File: src/hdl/sli_pkg.sv
package sli_pkg;

  localparam int DATA_W = 32;
  localparam int POS_W  = 6;
  localparam int LEN_W  = 6;
  localparam int OP_W   = 2;

  // request codes on in_operation
  localparam logic [OP_W-1:0] OP_GET    = 2'd0;
  localparam logic [OP_W-1:0] OP_INSERT = 2'd1;
  localparam logic [OP_W-1:0] OP_DELETE = 2'd2;
  // code with no meaning, always answered as an error
  localparam logic [OP_W-1:0] OP_UNUSED = 2'd3;

  // action broadcast along the cell row
  localparam logic [1:0] ACT_HOLD   = 2'd0;
  localparam logic [1:0] ACT_INSERT = 2'd1;
  localparam logic [1:0] ACT_DELETE = 2'd2;

  localparam logic STATUS_OK  = 1'b0;
  localparam logic STATUS_ERR = 1'b1;

  typedef struct packed {
    logic [1:0]               act;
    logic [POS_W-1:0]         pos;
    logic signed [DATA_W-1:0] value;
  } cell_cmd_t;

endpackage

File: src/hdl/sli_cell.sv
module sli_cell #(
  parameter int IDX = 0
) (
  input  logic                              clk,
  input  sli_pkg::cell_cmd_t                cmd,
  input  logic signed [sli_pkg::DATA_W-1:0] left_value,
  input  logic signed [sli_pkg::DATA_W-1:0] right_value,
  output logic signed [sli_pkg::DATA_W-1:0] value,
  output logic                              hit
);
  import sli_pkg::*;

  // 1-based list position held by this cell
  localparam logic [31:0] MY_POS = 32'(IDX + 1);

  logic [31:0]              pos_w;
  logic signed [DATA_W-1:0] value_r;
  logic signed [DATA_W-1:0] value_nxt;

  assign pos_w = {{(32-POS_W){1'b0}}, cmd.pos};
  assign hit   = (pos_w == MY_POS);
  assign value = value_r;

  always_comb begin
    value_nxt = value_r;
    unique case (cmd.act)
      ACT_HOLD: begin
        value_nxt = value_r;
      end
      ACT_INSERT: begin
        if (pos_w == MY_POS) begin
          value_nxt = cmd.value;
        end else if (pos_w < MY_POS) begin
          value_nxt = left_value;
        end
      end
      ACT_DELETE: begin
        if (pos_w <= MY_POS) begin
          value_nxt = right_value;
        end
      end
      default: begin
        value_nxt = value_r;
      end
    endcase
  end

  always_ff @(posedge clk) begin
    value_r <= value_nxt;
  end

endmodule

File: src/hdl/sequential_list_insert_delete.sv
// bounded ordered list of signed 32-bit elements, one element per cell
// input channel: in_operation (get / insert / delete), in_position (1-based),
//   in_new_value; an item is taken when in_valid is high and in_stall low
// result channel: out_status (0 ok, 1 error), out_element, out_list_length;
//   exactly one result per item, taken when out_valid is high and out_stall low
// result: registered, it shows on the outputs in the cycle after the item is taken
// throughput: one item per cycle unless a result waits under out_stall; every
//   cell loads its neighbor's value in the same cycle, so an insert or delete
//   shift finishes in the accept cycle and the next item may follow at once
// the single output register gates the rate: while a result waits under
//   out_stall, in_stall is raised and no new item is taken; a taken result
//   frees the register in the same cycle for the next item
// reset (rst_n low, synchronous): the list becomes empty and the output
//   register empties; in_stall stays high while reset is held
// element values are kept without reset, positions past the length are
//   never read
module sequential_list_insert_delete #(
  parameter int CAPACITY = 32
) (
  input  logic                              clk,
  input  logic                              rst_n,
  input  logic                              in_valid,
  output logic                              in_stall,
  input  logic [sli_pkg::OP_W-1:0]          in_operation,
  input  logic [sli_pkg::POS_W-1:0]         in_position,
  input  logic signed [sli_pkg::DATA_W-1:0] in_new_value,
  output logic                              out_valid,
  input  logic                              out_stall,
  output logic                              out_status,
  output logic signed [sli_pkg::DATA_W-1:0] out_element,
  output logic [sli_pkg::LEN_W-1:0]         out_list_length
);
  import sli_pkg::*;

  localparam int CNT_W = $clog2(CAPACITY + 1);
  // compare width wide enough for both the position and length+1
  localparam int CMP_W = ((CNT_W > POS_W) ? CNT_W : POS_W) + 1;

  // list length
  logic [CNT_W-1:0] count_r;
  logic [CNT_W-1:0] count_nxt;

  // output register
  logic                     out_valid_r;
  logic                     out_status_r;
  logic signed [DATA_W-1:0] out_element_r;
  logic [LEN_W-1:0]         out_list_length_r;

  logic                     in_accept;
  logic                     out_free;
  logic [CMP_W-1:0]         pos_c;
  logic [CMP_W-1:0]         cnt_c;
  logic                     pos_in_list;
  logic                     pos_in_list_ext;
  logic                     full;
  logic                     req_ok;
  logic                     req_read;
  cell_cmd_t                cmd;
  logic signed [DATA_W-1:0] rd_value;
  logic signed [DATA_W-1:0] cell_value [CAPACITY];
  logic                     cell_hit   [CAPACITY];

  // handshake: a new item goes in when the output register is empty or drains
  assign out_free  = !out_valid_r || !out_stall;
  assign in_stall  = !rst_n || !out_free;
  assign in_accept = in_valid && !in_stall;

  // range checks; position 0 is never valid
  assign pos_c           = CMP_W'(in_position);
  assign cnt_c           = CMP_W'(count_r);
  assign full            = (count_r == CNT_W'(CAPACITY));
  assign pos_in_list     = (in_position != '0) && (pos_c <= cnt_c);
  assign pos_in_list_ext = (in_position != '0) && (pos_c <= cnt_c + CMP_W'(1));

  // request decode
  always_comb begin
    req_ok    = 1'b0;
    req_read  = 1'b0;
    cmd.act   = ACT_HOLD;
    cmd.pos   = in_position;
    cmd.value = in_new_value;
    count_nxt = count_r;
    unique case (in_operation)
      OP_GET: begin
        req_ok   = pos_in_list;
        req_read = 1'b1;
      end
      OP_INSERT: begin
        req_ok = !full && pos_in_list_ext;
        if (in_accept && req_ok) begin
          cmd.act   = ACT_INSERT;
          count_nxt = count_r + CNT_W'(1);
        end
      end
      OP_DELETE: begin
        req_ok   = pos_in_list;
        req_read = 1'b1;
        if (in_accept && req_ok) begin
          cmd.act   = ACT_DELETE;
          count_nxt = count_r - CNT_W'(1);
        end
      end
      default: begin
        // unused code answers as an error
        req_ok = 1'b0;
      end
    endcase
  end

  // row of cells, each shifting from its left or right neighbor
  for (genvar i = 0; i < CAPACITY; i++) begin : g_cell
    logic signed [DATA_W-1:0] left_v;
    logic signed [DATA_W-1:0] right_v;

    if (i == 0) begin : g_first
      assign left_v = '0;
    end else begin : g_mid_l
      assign left_v = cell_value[i-1];
    end

    if (i == CAPACITY - 1) begin : g_last
      assign right_v = '0;
    end else begin : g_mid_r
      assign right_v = cell_value[i+1];
    end

    sli_cell #(
      .IDX (i)
    ) u_cell (
      .clk         (clk),
      .cmd         (cmd),
      .left_value  (left_v),
      .right_value (right_v),
      .value       (cell_value[i]),
      .hit         (cell_hit[i])
    );
  end

  // the cell at the requested position drives the read value
  always_comb begin
    rd_value = '0;
    for (int i = 0; i < CAPACITY; i++) begin
      if (cell_hit[i]) begin
        rd_value = rd_value | cell_value[i];
      end
    end
  end

  always_ff @(posedge clk) begin
    if (!rst_n) begin
      count_r     <= '0;
      out_valid_r <= 1'b0;
    end else begin
      count_r <= count_nxt;
      if (in_accept) begin
        out_valid_r <= 1'b1;
      end else if (!out_stall) begin
        out_valid_r <= 1'b0;
      end
    end
  end

  // result payload, loaded with the item
  always_ff @(posedge clk) begin
    if (in_accept) begin
      out_status_r      <= req_ok ? STATUS_OK : STATUS_ERR;
      out_element_r     <= (req_ok && req_read) ? rd_value : '0;
      out_list_length_r <= LEN_W'(count_nxt);
    end
  end

  assign out_valid       = out_valid_r;
  assign out_status      = out_status_r;
  assign out_element     = out_element_r;
  assign out_list_length = out_list_length_r;

endmodule

File: config.mk
export PLATFORM = sky130hd
export DESIGN_NAME = sequential_list_insert_delete
export DESIGN_NICKNAME = d
export VERILOG_FILES = /design/src/hdl/sli_pkg.sv /design/src/hdl/sli_cell.sv /design/src/hdl/sequential_list_insert_delete.sv
export SDC_FILE = /design/constraint.sdc
export NUM_CORES = 2
export LEC_CHECK = 0
export BUFFER_PORTS_ARGS = -buffer_cell sky130_fd_sc_hd__buf_2
export CELL_PAD_IN_SITES_DETAIL_PLACEMENT = 1
export CELL_PAD_IN_SITES_GLOBAL_PLACEMENT = 1
export CORE_MARGIN = 2
export CORE_UTILIZATION = 48
export CTS_BUF_LIST = sky130_fd_sc_hd__clkbuf_2 sky130_fd_sc_hd__clkbuf_4 sky130_fd_sc_hd__clkbuf_8
export CTS_CLUSTER_SIZE = 20
export DETAILED_ROUTE_END_ITERATION = 6
export PLACE_DENSITY_LB_ADDON = 0.1
export SYNTH_ARGS = -nofsm -noshare
export SYNTH_HDL_FRONTEND = slang
export SYNTH_SLANG_ARGS = --single-unit
File: constraint.sdc
create_clock -name clk -period 6.4 [get_ports clk]
set_input_delay 0 -clock clk [delete_from_list [all_inputs] [get_ports clk]]
set_output_delay 0 -clock clk [all_outputs]
set_load 0.1 [all_outputs]
-- Word-level counts from Yosys, hierarchy flattened
Index checks and enable logic that the tools add are counted.
- register bits: 1070
- word-level logic and storage cells: 461
- output and inout bits: 41
- input bits: 44
- magnitude comparators: 66
- bitwise logic cells: 31
- equal/unequal tests: 102
- multiplexer cells: 171
- $add $sub $neg: 3
- reduce and logical (&&, ||, !) cells: 51
- operator list (cell ; count):
    two-way mux 32 bit ; 128
    one-hot mux 32 bit (2 select lines) ; 32
    OR 32 bit ; 31
    equality test 6 x 5 -> 1 bit, second input constant ; 16
    less-or-equal comparator 6 x 5 -> 1 bit, second input constant ; 16
    < comparator 6 x 5 -> 1 bit, second input constant ; 16
    inequality test 3 x 1 -> 1 bit, second input constant ; 32
    AND reduction 3 bit ; 32
    inequality test 2 x 1 -> 1 bit, second input constant ; 33
    equality test 6 x 4 -> 1 bit, second input constant ; 8
    less-or-equal comparator 6 x 4 -> 1 bit, second input constant ; 8
    < comparator 6 x 4 -> 1 bit, second input constant ; 8
    equality test 6 x 3 -> 1 bit, second input constant ; 4
    less-or-equal comparator 6 x 3 -> 1 bit, second input constant ; 4
    < comparator 6 x 3 -> 1 bit, second input constant ; 4
    equality test 6 x 2 -> 1 bit, second input constant ; 2
    equality test 6 bit, second input constant ; 2
    less-or-equal comparator 6 x 2 -> 1 bit, second input constant ; 2
    < comparator 6 x 2 -> 1 bit, second input constant ; 2
    two-way mux 6 bit ; 2
    one-hot mux 6 bit (2 select lines) ; 1
    adder 6 x 1 -> 7 bit, second input constant ; 1
    less-or-equal comparator 6 x 7 -> 1 bit ; 1
    logical AND 1 bit ; 7
    other kinds (20) ; 32

-- Logic depth before layout (Yosys ltp)
- depth in word-level cells: 64
- depth in mapped cells: 19

-- Modules after synthesis
Synthesis repeated with hierarchy kept, for this count alone.
- cell total of the unflattened synthesis: 7080
- area, all modules: 68009.0 um^2
- by module, submodules not included (module ; instances ; cells an instance ; area an instance (um^2) ; seq. area each (um^2)):
    sequential_list_insert_delete ; 1 ; 966 ; 7737.4 ; 1311.3
    sli_cell (g_cell[23].u_cell) ; 1 ; 193 ; 2075.7 ; 960.9
    sli_cell (g_cell[0].u_cell) ; 1 ; 197 ; 2052.0 ; 960.9
    sli_cell (g_cell[29].u_cell) ; 1 ; 191 ; 2037.0 ; 960.9
    sli_cell (g_cell[21].u_cell) ; 1 ; 194 ; 2009.4 ; 960.9
    sli_cell (g_cell[17].u_cell) ; 1 ; 192 ; 2006.9 ; 960.9
    sli_cell (g_cell[26].u_cell) ; 1 ; 193 ; 2005.7 ; 960.9
    sli_cell (g_cell[18].u_cell) ; 1 ; 193 ; 2004.4 ; 960.9
    sli_cell (g_cell[28].u_cell) ; 1 ; 192 ; 1998.2 ; 960.9
    sli_cell (g_cell[5].u_cell) ; 1 ; 190 ; 1994.4 ; 960.9
    sli_cell (g_cell[27].u_cell) ; 1 ; 191 ; 1988.2 ; 960.9
    sli_cell (g_cell[3].u_cell) ; 1 ; 193 ; 1965.6 ; 960.9
    sli_cell (g_cell[13].u_cell) ; 1 ; 192 ; 1964.4 ; 960.9
    sli_cell (g_cell[7].u_cell) ; 1 ; 193 ; 1890.6 ; 960.9
    19 more rows ; - ; - ; - ; -

-- Least setup slack after synthesis
Ideal clock, no wire load.
- path kind: register -> register
- from: reg out_valid_r (netlist: out_valid)
- to: reg g_cell[13].u_cell.value_r[0], enable pin
- stages on the path, launching flop included: 14
- slack: 0.120 ns
- library setup time: 0.428 ns
- path buffers: 1
- arrival time: 5.852 ns
- path through: dfxtp_1 -> nand2_1 -> nand3_1 -> inv_1 -> nand2_1 -> a21o_1 -> nor2_1 -> inv_1 -> ha_1 -> or2_2 -> clkbuf_1 -> a21o_1 -> a31oi_1 -> o21bai_1
- longest elaborated chain between the ends: 12
- elaborated cells between the ends (all ways): 17
- those cells by class: eq/ne (4); mux (3); reduce/logical (10)
- RTL lines (item ; line ; source):
    from (decl) ; sequential_list_insert_delete.sv:44 ; logic out_valid_r;
    from (signal assigned) ; sequential_list_insert_delete.sv:152 ; out_valid_r <= 1'b0;
    from (signal assigned) ; sequential_list_insert_delete.sv:156 ; out_valid_r <= 1'b1;
    from (signal assigned) ; sequential_list_insert_delete.sv:158 ; out_valid_r <= 1'b0;
    zero test 1 bit * ; sequential_list_insert_delete.sv:64 ; assign out_free = !out_valid_r || !out_stall;
    logical OR 1 bit * ; sequential_list_insert_delete.sv:64 ;
    zero test 1 bit * ; sequential_list_insert_delete.sv:65 ; assign in_stall = !rst_n || !out_free;
    logical OR 1 bit * ; sequential_list_insert_delete.sv:65 ;
    zero test 1 bit * ; sequential_list_insert_delete.sv:66 ; assign in_accept = in_valid && !in_stall;
    logical AND 1 bit * ; sequential_list_insert_delete.sv:66 ;
    via in_accept ; sequential_list_insert_delete.sv:49 ; logic in_accept;
    logical AND 1 bit (on tied branches) ; sequential_list_insert_delete.sv:90, sequential_list_insert_delete.sv:98 ;
    two-way mux 1 bit or two-way mux 2 bit (tied branches) ; sequential_list_insert_delete.sv:90, sequential_list_insert_delete.sv:98 ;
    one-hot mux 2 bit (2 select lines) * ; sequential_list_insert_delete.sv:83 ; unique case (in_operation)
    equality test 2 x 1 -> 1 bit or equality test 2 bit (tied branches) ; sli_cell.sv:26 ; unique case (cmd.act)
    inequality test 3 x 1 -> 1 bit (no line), or another cell as far along ; - ;
    AND reduction 3 bit (no line) * ; - ;
    to (signal assigned) ; sli_cell.sv:49 ; value_r <= value_nxt;
    to (decl) ; sli_cell.sv:17 ; logic signed [DATA_W-1:0] value_r;
The timed path passes the listed nets; every way through them passes the cells marked *.
A chain may end at the register's enable or synchronous reset.

-- Worst setup path after layout
- from: reg count_r[1]
- to: reg g_cell[13].u_cell.value_r[11], enable pin
- longest elaborated chain between the ends: 10
- elaborated cells between the ends (all ways): 19
- those cells by class: add/sub (1); order compare (2); eq/ne (5); mux (3); reduce/logical (8)
- RTL lines (item ; line ; source):
    from (decl) ; sequential_list_insert_delete.sv:40 ; logic [CNT_W-1:0] count_r;
    from (signal assigned) ; sequential_list_insert_delete.sv:154 ; count_r <= count_nxt;
    adder 6 x 1 -> 7 bit ; sequential_list_insert_delete.sv:73 ; assign pos_in_list_ext = (in_position != '0) && (pos_c <= cnt_c + CMP_W'(1));
    less-or-equal comparator 6 x 7 -> 1 bit ; sequential_list_insert_delete.sv:73 ;
    logical AND 1 bit ; sequential_list_insert_delete.sv:73 ;
    logical AND 1 bit ; sequential_list_insert_delete.sv:89 ; req_ok = !full && pos_in_list_ext;
    logical AND 1 bit ; sequential_list_insert_delete.sv:90 ; if (in_accept && req_ok) begin
    two-way mux 1 bit ; sequential_list_insert_delete.sv:90 ;
    one-hot mux 2 bit (2 select lines) * ; sequential_list_insert_delete.sv:83 ;
    equality test 2 x 1 -> 1 bit or equality test 2 bit (tied branches) ; sli_cell.sv:26 ;
    inequality test 3 x 1 -> 1 bit (no line), or another cell as far along ; - ;
    AND reduction 3 bit (no line) * ; - ;
Every way passes the cells marked *; elsewhere a longest branch is shown, timed or not.

==> impl_metrics.tcl <==
set metrics [dict create \
    area_growth_pct 9.609 \
    floorplan.die.height_um 359.9 \
    overall_via_count_from_detail_route 50500 \
    start_util_pct 48.41 \
    cap_viol_max_count 0 \
    die_x_um 359.9 \
    globalRoute.totalOverflow 0 \
    detail_route.vias_per_cell 6.749 \
    drt.antenna.violating_nets 0 \
    hpwlAfterDp_mm 143.1 \
    timing_worst_slew_pin_value_ps 1270 \
    synth.lib_cells_used.distinct 62 \
    cts.repair.resized 0 \
    ff_latch_area_um2 32060 \
    final_replace_weighted_congestion 0.8670 \
    cp_slowest_cell "sky130_fd_sc_hd__buf_4" \
    run_status "completed" \
    place_worst_setup_slack_ps 951.0 \
    clk_root_buffer_cell "sky130_fd_sc_hd__clkbuf_8" \
    finalWirelength_mm 249.9 \
    min_from "in_position[1]" \
    critPathArrivalTime_ps 5920 \
    finish.net_count 5736 \
    yosys.cell_count.top_type "sky130_fd_sc_hd__nand2_1" \
    timing.critical_path.slowest_cell_delay_ps 670 \
    clock.fmax_mhz 185.9 \
    cp_data_required_time_ps 6940 \
    count_of_mapped_cells_out_of_synthesis 5743 \
    powerDensity_nw_per_um2 230.6 \
    grt_pass1_wl_mm 357.6 \
    synth.top_cells.by_area "sky130_fd_sc_hd__edfxtp_1, sky130_fd_sc_hd__mux2i_1, sky130_fd_sc_hd__nand2_1, sky130_fd_sc_hd__o21ai_0, sky130_fd_sc_hd__a22oi_1" \
    drc 0 \
    cts.sinks 1070 \
    h-tree-depth 4 \
    core_area_um2 125600 \
    ctsLongestPathBuffers 3 \
    groute.usage.overall_pct 37.70 \
    routedWlPerCell_um 33.41 \
    synthesis.area_um2 60780 \
    grt_max_degree 281 \
    cts_inserted_buffers 192 \
    postSynth.asyncResetShare_pct 0 \
    synthesis.area_per_instance_um2 10.58 \
    timing.setup.tns_ps 0 \
    synth-seq-cells 1070 \
    yosysTopAreaCell "sky130_fd_sc_hd__edfxtp_1" \
    firstDrtPassIters 7 \
    cts.hold.buffers_added 50 \
    dominant_register_cell_in_the_synthesized_netlist "sky130_fd_sc_hd__edfxtp_1" \
    post_synth_edffs 1063 \
    netlist.area_leader.share_pct 52.51 \
    crit_chain "ha_1 -> nand3_1 -> xnor2_1 -> ha_1 -> a211o_1 -> o31a_1 -> a21o_1 -> nor2_1 -> inv_1 -> ha_4 -> or2_2 -> a21o_1 -> a31oi_4 -> o21bai_4 -> buf_4" \
    static-leakage-power_nw 19.45 \
    min-delay-path-class "in -> reg" \
    cp_max_fo 49 \
    fin_skew_ps 27.93 \
    r2r_start "count_r[1]$_SDFF_PN0_" \
    first_iter_violations 6661 \
    place_area_um2 62370 \
    grt_setup_unrepaired "false" \
    clk_transition_reported_paths_ps 70 \
    design.die.area_um2 129500 \
    layout_setup_ws_ps 1021 \
    antenna_found_initial 5 \
    max_slew_margin_pct 15.32 \
    setup_viol_count_final 0 \
    layout-drive-gt1-share_pct 10.77 \
    post-route-cell-area_um2 66630 \
    tmin_final_ps 5379 \
    synth.top_cells.by_count "sky130_fd_sc_hd__nand2_1, sky130_fd_sc_hd__edfxtp_1, sky130_fd_sc_hd__mux2i_1" \
    report.final.hold_viol_count 0 \
    cts_post_setup_buffers_inserted 0 \
    yosysSeqAreaShare_pct 52.74 \
    num-fill-cells 13490 \
    timing.final.max_slew_violations 0 \
    ir_drop_mv 0.2250 \
    cts_tree "built" \
    criticalPathCategory "reg -> reg" \
    row_count 130 \
    insertion_delay_ps 920 \
    worst_hold_slack_after_final_layout_ps 134.0 \
    number_of_global_route_vias_before_repair 49850 \
    ys_warn_count 0 \
    io_pins 85 \
    fin_crit_sh_pct 84.05 \
    multi_input_area_um2 26300 \
    portBuffers 84 \
    critical_path.endpoint_type "flop" \
    worst_setup_path_start_kind "flop" \
    report.power.total_mw 15.36 \
    startpoint "count_r[1]$_SDFF_PN0_" \
    synthesis.nets 5808 \
]
## metal layers
layer | vias up | part of all wire, % | wire (µm) | global-route usage (%)
met4 | 6 | 5.3 | 13300 | 17.40
met1 | 25680 | 40 | 100900 | 51.56
li1 | 21300 | - | - | -
met5 | - | 0.016 | 40 | 0
met2 | 2822 | 45 | 111700 | 58.35
met3 | 697 | 9.6 | 24000 | 6.827
## final cells by class
cell class	count	share of cell area [%]
Sequential cell	1070	48.12
Inverter	20	0.1164
Multi-Input combinational cell	4102	39.47
Clock buffer	284	5.059
Timing Repair Buffer	285	3.557
Clock inverter	69	0.5690
Tap cell	1650	3.099
Antenna cell	2	0.007512
## kinds of logic after synthesis
| group | Yosys count | synth area share [%] |
|---|---|---|
| mux | 988 | 16.28 |
| flops | 1070 | 52.74 |
| compound gates | 1607 | 15.58 |
| fa+ha+maj | 21 | 0.4323 |
| buf+inv | 571 | 4.681 |
| simple gates | 1482 | 10.23 |
| xor+xnor | 4 | 0.05763 |
## per-stage QoR
stage	cells	utilization (%)
3_5_place_dp	7077	49.67
6_report	7482	53.06
2_1_floorplan	5743	-
4_1_cts	7480	53.05
3_3_place_gp	7077	49.67
5_1_grt	7481	53.06
## power breakdown
group	switching (mW)	internal, mW	leakage, nW	total (mW)
registers	0.0887	7.78	9.73	7.87
logic	0.685	0.234	7.73	0.918
clock network	3.13	3.44	1.99	6.57
total	3.91	11.5	19.4	15.4
## state kept, by name, summed over array words and instances (netlist names)
signal               count
out_valid                1
out_status               1
out_list_length          6
g_cell.u_cell.value   1024
count_r                  6
out_element             32
## placed cells by master, fill, tap and decap left out, types with 14 or more instances in the layout
| master | netlist | routed |
|---|---|---|
| sky130_fd_sc_hd__buf_12 | 0 | 25 |
| sky130_fd_sc_hd__nand3_1 | 34 | 34 |
| sky130_fd_sc_hd__nor3_1 | 37 | 37 |
| sky130_fd_sc_hd__nand4_1 | 41 | 41 |
| sky130_fd_sc_hd__o21ai_0 | 844 | 844 |
| sky130_fd_sc_hd__edfxtp_1 | 1063 | 1063 |
| sky130_fd_sc_hd__nand2_1 | 1195 | 1195 |
| sky130_fd_sc_hd__o21ai_1 | 162 | 161 |
| sky130_fd_sc_hd__nor2_4 | 7 | 41 |
| sky130_fd_sc_hd__a221oi_1 | 20 | 20 |
| sky130_fd_sc_hd__a22o_1 | 36 | 36 |
| sky130_fd_sc_hd__mux2i_1 | 985 | 985 |
| sky130_fd_sc_hd__nor2_1 | 77 | 52 |
| sky130_fd_sc_hd__clkinv_2 | 0 | 14 |
| sky130_fd_sc_hd__clkbuf_8 | 0 | 198 |
| sky130_fd_sc_hd__a22oi_1 | 393 | 393 |
| sky130_fd_sc_hd__inv_1 | 20 | 18 |
| sky130_fd_sc_hd__a21oi_1 | 78 | 68 |
| sky130_fd_sc_hd__buf_2 | 93 | 83 |
| sky130_fd_sc_hd__ha_1 | 21 | 19 |
| sky130_fd_sc_hd__dlygate4sd3_1 | 0 | 50 |
| sky130_fd_sc_hd__clkinv_1 | 0 | 44 |
| sky130_fd_sc_hd__clkbuf_4 | 0 | 86 |
| sky130_fd_sc_hd__buf_4 | 64 | 127 |
| sky130_fd_sc_hd__a31oi_1 | 24 | 22 |
| sky130_fd_sc_hd__a222oi_1 | 21 | 21 |
| sky130_fd_sc_hd__and3_1 | 25 | 25 |
## path summary, 6_finish.rpt
check                                                to  slack, ps  depth (start not counted)
hold reg to reg   g_cell[30].u_cell.value[19]$_DFFE_PP_        560                          2
setup / recovery  g_cell[13].u_cell.value[11]$_DFFE_PP_       1020                         15
hold / removal     g_cell[13].u_cell.value[2]$_DFFE_PP_        130                          3
setup reg to reg  g_cell[13].u_cell.value[11]$_DFFE_PP_       1020                         15
## worst max-delay path: cells and delay by family, from the launching register on
| family | cells | cell delay [ps] |
|---|---|---|
| fa+ha+maj | 3 | 930 |
| simple gates | 3 | 880 |
| compound gates | 6 | 1640 |
| xor+xnor | 1 | 250 |
| buf+inv | 2 | 790 |
| flops | 1 | 460 |
(Power assumes the default switching activity.)
